### config.mk
export PLATFORM = sky130hd
export DESIGN_NAME = sqvs_div
export DESIGN_NICKNAME = d
export VERILOG_FILES = /design/src/design/sqvs_pkg.sv /design/src/design/sqvs_div.sv
export SDC_FILE = /design/constraint.sdc
export NUM_CORES = 2
export LEC_CHECK = 0
export BUFFER_PORTS_ARGS = -buffer_cell sky130_fd_sc_hd__buf_2
export CORE_MARGIN = 3
export CORE_UTILIZATION = 45
export CTS_BUF_LIST = sky130_fd_sc_hd__clkbuf_8 sky130_fd_sc_hd__clkbuf_16
export DETAILED_ROUTE_END_ITERATION = 16
export PLACE_DENSITY_LB_ADDON = 0.3
export SYNTH_ARGS = -nofsm -noshare
export SYNTH_HDL_FRONTEND = slang
export SYNTH_SLANG_ARGS = --single-unit
### constraint.sdc
create_clock -name clk -period 4.4 [get_ports clk]
set_clock_uncertainty 0.1 [all_clocks]
set_input_delay 0.66 -clock clk [delete_from_list [all_inputs] [get_ports clk]]
set_output_delay 0.66 -clock clk [all_outputs]
set_load 0.1 [all_outputs]
### src/design/sqvs_pkg.sv
`timescale 1ns / 1ps
// Shared constants, register indexes and helper functions of the sprite quad setup block.
// No dependencies; imported by sqvs_div and sprite_quad_vertex_setup.
package sqvs_pkg;

    localparam int CFG_INDEX_W = 4;

    localparam logic [CFG_INDEX_W-1:0] CFG_VIEWPORT_WIDTH  = 4'd0;
    localparam logic [CFG_INDEX_W-1:0] CFG_VIEWPORT_HEIGHT = 4'd1;
    localparam logic [CFG_INDEX_W-1:0] CFG_TEXTURE_WIDTH   = 4'd2;
    localparam logic [CFG_INDEX_W-1:0] CFG_TEXTURE_HEIGHT  = 4'd3;

    localparam logic [13:0] RESET_VIEWPORT_WIDTH  = 14'd1920;
    localparam logic [13:0] RESET_VIEWPORT_HEIGHT = 14'd1080;
    localparam logic [13:0] RESET_TEXTURE_WIDTH   = 14'd256;
    localparam logic [13:0] RESET_TEXTURE_HEIGHT  = 14'd256;

    localparam logic [63:0] HALF_PI_Q30 = 64'd1686629713;
    localparam logic [63:0] ONE_Q30     = 64'd1 << 30;

    // Quotient bits kept by every divider; larger quotients all saturate.
    localparam int QUO_W = 16;

    // Taylor series of sine to x^11 in Q30, rounded to Q14. Elaboration only.
    function automatic logic [14:0] quarter_sine(input logic [63:0] x);
        logic [63:0] x2;
        logic [63:0] t;
        logic [63:0] s;
        x2 = (x * x) >> 30;
        t  = ONE_Q30 - x2 / 64'd110;
        t  = ONE_Q30 - ((x2 * t) >> 30) / 64'd72;
        t  = ONE_Q30 - ((x2 * t) >> 30) / 64'd42;
        t  = ONE_Q30 - ((x2 * t) >> 30) / 64'd20;
        t  = ONE_Q30 - ((x2 * t) >> 30) / 64'd6;
        s  = (x * t) >> 30;
        return 15'((s + (64'd1 << 15)) >> 16);
    endfunction

    function automatic logic [13:0] nonzero(input logic [13:0] r);
        return (r == 14'd0) ? 14'd1 : r;
    endfunction

    function automatic logic signed [15:0] sat16(input logic signed [17:0] v);
        if (v > 18'sd32767)
        begin
            return 16'sh7FFF;
        end
        else if (v < -18'sd32768)
        begin
            return 16'sh8000;
        end
        return 16'(v);
    endfunction

endpackage

### src/design/sqvs_div.sv
`timescale 1ns / 1ps
// Pipelined restoring divider, one quotient bit per stage, saturating quotient.
// Depends on sqvs_pkg (no items used beyond the import convention).
module sqvs_div
    import sqvs_pkg::*;
#(
    parameter int NW = 34,
    parameter int DW = 18,
    parameter int QW = 16
)
(
    input  logic          clk,
    input  logic          en,
    input  logic [NW-1:0] num,
    input  logic [DW-1:0] den,
    output logic [QW-1:0] quo
);

    localparam int WW = ((NW > DW + QW) ? NW : DW + QW) + 1;

    logic [WW-1:0] rem_reg [QW+1];
    logic [QW-1:0] q_reg   [QW+1];
    logic          ovf_reg [QW+1];

    // Flag quotients that do not fit; the stages below then never overflow.
    always_ff @(posedge clk)
    begin
        if (en)
        begin
            rem_reg[0] <= WW'(num);
            q_reg[0]   <= '0;
            ovf_reg[0] <= WW'(num) >= (WW'(den) << QW);
        end
    end

    for (genvar j = 1; j <= QW; j++)
    begin : g_stage
        localparam int B = QW - j;
        logic [WW-1:0] shifted;
        assign shifted = WW'(den) << B;

        always_ff @(posedge clk)
        begin
            if (en)
            begin
                ovf_reg[j] <= ovf_reg[j-1];
                if (rem_reg[j-1] >= shifted)
                begin
                    rem_reg[j] <= rem_reg[j-1] - shifted;
                    q_reg[j]   <= q_reg[j-1] | (QW'(1) << B);
                end
                else
                begin
                    rem_reg[j] <= rem_reg[j-1];
                    q_reg[j]   <= q_reg[j-1];
                end
            end
        end
    end

    assign quo = ovf_reg[QW] ? '1 : q_reg[QW];

endmodule
==> flow_metrics.py <==
metrics = {
    "timing": {
        "worst_pin_slew_ps": 1020,
        "finalSetupViolCount": 0,
        "period_share_pct": 87.1,
        "grt_setup_unrepaired": "no",
        "fin_crit_ps": 3830,
        "worst_slack_ps": 568,
        "slew_headroom_pct": 30.9,
        "finalHoldViolCount": 0,
        "max_freq_mhz": 261,
        "slew_viol_final": 0,
        "setup_tns_ps": 0,
    },
    "pwr": {
        "irDropWorstVdd_uv": 375,
        "power.total_mw": 27.1,
        "leakage_nw": 17.5,
        "power_density_nw_per_um2": 584,
    },
    "setup_path": {
        "required_ps": 4660,
        "endpoint_kind": "register",
        "crit_type": "in2reg",
        "crit_fanout": 6,
        "critPathLaunchType": "primary input",
        "arrival_ps": 4090,
    },
    "finish": {
        "fin_nets": 4272,
        "n_fill_cell": 7915,
        "final_core_util_pct": 51.3,
        "n_antenna_cell": 0,
        "syn2layout_area_growth_pct": 12.6,
        "largest_reg_flops": 559,
        "drive_above_1_share_pct": 11.0,
        "multi_input_area_um2": 19000,
        "regArea_um2": 21400,
    },
    "die": {
        "initial_utilization_pct": 45.6,
        "die_h_um": 308,
        "rows": 110,
        "io_pins": 70,
        "dieArea_um2": 95100,
        "core_um2": 90300,
        "fp.dieW_um": 308,
    },
    "global_routing": {
        "grt.total_usage_pct": 20.7,
        "antenna_found_initial": 0,
        "grt_max_degree": 120,
        "grt_pass1_wl_mm": 154,
        "grt_overflow": 0,
        "grt_pass1_vias": 27669,
    },
    "logic_synthesis": {
        "synth_ff_type": "edfxtp_1",
        "synth_mux_area_share_pct": 1.54,
        "synth_xor_area_share_pct": 6.92,
        "synth_top_area_share_pct": 52.0,
        "synth_cells": 3684,
        "synth_edf_count": 712,
        "synth_compound_area_share_pct": 13.7,
        "synth_area_leader_cell": "edfxtp_1",
        "ys_seq_elements": 712,
        "ys_seq_area_share_pct": 52.0,
        "synth.distinct_cells": 87,
        "synthTopCellsByArea": "edfxtp_1, ha_1, a21oi_1, xor2_1, xnor2_1",
        "synth-adder-area-share_pct": 10.0,
        "synth.net_count": 4059,
        "syn_area_um2": 41200,
        "async_flop_share_pct": 0,
        "syn_avg_cell_area_um2": 11.2,
        "synth_warnings": 0,
        "yosys.area_share.simple_pct": 14.0,
        "synth_top_family_by_area": "simple AND/OR/NAND/NOR gates",
    },
    "placed_design": {
        "gp_congestion": 0.920,
        "portBuffers": 69,
        "pre_cts_ws_ps": -17.8,
        "hpwl_mm": 74.4,
    },
    "clock_network": {
        "clock-sinks": 712,
        "postCtsSetupBuffers": 0,
        "ctsRootBufferMaster": "clkbuf_16",
        "cts_tree": "yes",
        "numCtsBuffers": 77,
        "cts_hold_buf": 0,
        "ctsResizeCount": 0,
        "htreeDepth": 3,
        "path_clk_slew_ps": 60,
        "cts_buffer_depth": 3,
        "worstSkewPairLatency_ps": 640,
    },
    "drt": {
        "vias": 28974,
        "drc": 0,
        "dr.pass1.iters": 5,
        "ant_nets": 0,
        "wire_per_inst_um": 19.3,
        "wl_mm": 98.8,
        "vias_per_cell": 5.65,
        "initialDrtViolationCount": 2302,
    },
    "flow_run": {
        "cap_violations": 0,
    },
    "outcome": {
        "status": "finished, final reports clean",
    },
    "worst_hold_path": {
        "min_path_type": "in2reg",
    },
}
cells in the mapped netlist, types with 12 or more instances:
| cell type | n |
|---|---|
| o21bai_1 | 28 |
| a21boi_0 | 12 |
| o211ai_1 | 17 |
| nor4b_1 | 16 |
| nand4_1 | 48 |
| nand2_1 | 328 |
| nor4_1 | 74 |
| xnor2_1 | 160 |
| ha_1 | 306 |
| nor2_1 | 242 |
| o21ai_0 | 266 |
| clkbuf_1 | 75 |
| nor3_1 | 87 |
| or3_1 | 30 |
| a21oi_1 | 291 |
| nor2b_1 | 54 |
| fa_1 | 15 |
| or2_2 | 37 |
| nand4b_1 | 13 |
| or4_1 | 19 |
| inv_1 | 116 |
| o31a_1 | 20 |
| and3_1 | 19 |
| xor2_1 | 165 |
| nand2b_1 | 47 |
| o21a_1 | 40 |
| a211oi_1 | 23 |
| nand3_1 | 80 |
| mux2_2 | 51 |
| o31ai_1 | 22 |
| a21o_1 | 103 |
| a31oi_1 | 16 |
| nand3b_1 | 12 |
| edfxtp_1 | 712 |
metal layers:
layer	vias up	track usage, %	part of all wire (%)
li1	14384	-	-
met1	13740	28.4	46
met2	704	34.4	47
met3	146	2.95	4.6
met4	0	5.62	2.5
met5	-	0	0
worst max-delay path, cell delays in order:
cell      delay, ps
buf_2           130
inv_1           410
buf_4           200
ha_1            230
nor2b_1         130
o21ai_0         190
a21boi_0        150
o311ai_0        440
a21oi_1         230
a31o_2          350
a21o_1          220
or3_1           390
nor4_1          250
xor2_1          110
metrics by stage:
step | instances | hold slack (ps) | area, um^2
detailed placement | 4994 | 305 | 44000
global placement | 4994 | 301 | 44000
floorplan | 3684 | 300 | 41200
global route | 5129 | 79.4 | 46300
finish | 5129 | 115 | 46300
CTS | 5129 | 70.8 | 46300
cells in the final DEF, fill, tap and decap left out, drive strengths merged, types with 13 or more instances in the layout:
master | Yosys | routed
a211oi | 24 | 24
a21boi | 13 | 13
a21o | 103 | 103
a21oi | 291 | 291
a31oi | 16 | 16
and3 | 19 | 19
buf | 11 | 220
clkbuf | 75 | 80
clkinv | 0 | 30
edfxtp | 712 | 712
fa | 15 | 15
ha | 306 | 306
inv | 117 | 138
mux2 | 51 | 51
nand2 | 328 | 328
nand2b | 48 | 48
nand3 | 81 | 81
nand4 | 48 | 48
nand4b | 13 | 13
nor2 | 242 | 242
nor2b | 55 | 55
nor3 | 87 | 87
nor4 | 76 | 76
nor4b | 17 | 17
o211ai | 17 | 17
o21a | 40 | 40
o21ai | 269 | 269
o21bai | 28 | 28
o31a | 20 | 20
o31ai | 23 | 23
or2 | 37 | 37
or3 | 30 | 30
or4 | 19 | 19
xnor2 | 160 | 160
xor2 | 165 | 165
cell type report:
cell class	count	area share, %
sequential	712	46.1
clock buffer	80	4.32
tap	1176	3.18
timing repair buffer	220	3.65
multi-input combinational	2769	41.1
inverter	117	0.948
clock inverter	55	0.694
path summary, 6_finish.rpt:
kind              cells after the start  slack (ps)                      start                        end
setup / recovery                     14         570                     den[1]  rem_reg[13][26]$_DFFE_PP_
hold / removal                        1         120                    num[16]   rem_reg[0][16]$_DFFE_PP_
setup reg to reg                      9         640  rem_reg[12][22]$_DFFE_PP_   rem_reg[13][4]$_DFFE_PP_
hold reg to reg                       0         310    q_reg[10][13]$_DFFE_PP_    q_reg[11][13]$_DFFE_PP_
power breakdown:
group / internal (mW) / switching [mW]
registers: 9.74 / 1.22
logic: 4.51 / 5.53
clock network: 3.40 / 2.66
logic make-up after synthesis:
logic type	count (synthesis)
flops	712
buf+inv	203
simple gates	1146
fa+ha+maj	321
xor+xnor	325
compound gates	920
mux	57
Note: power is estimated with default switching activity, not from simulation.
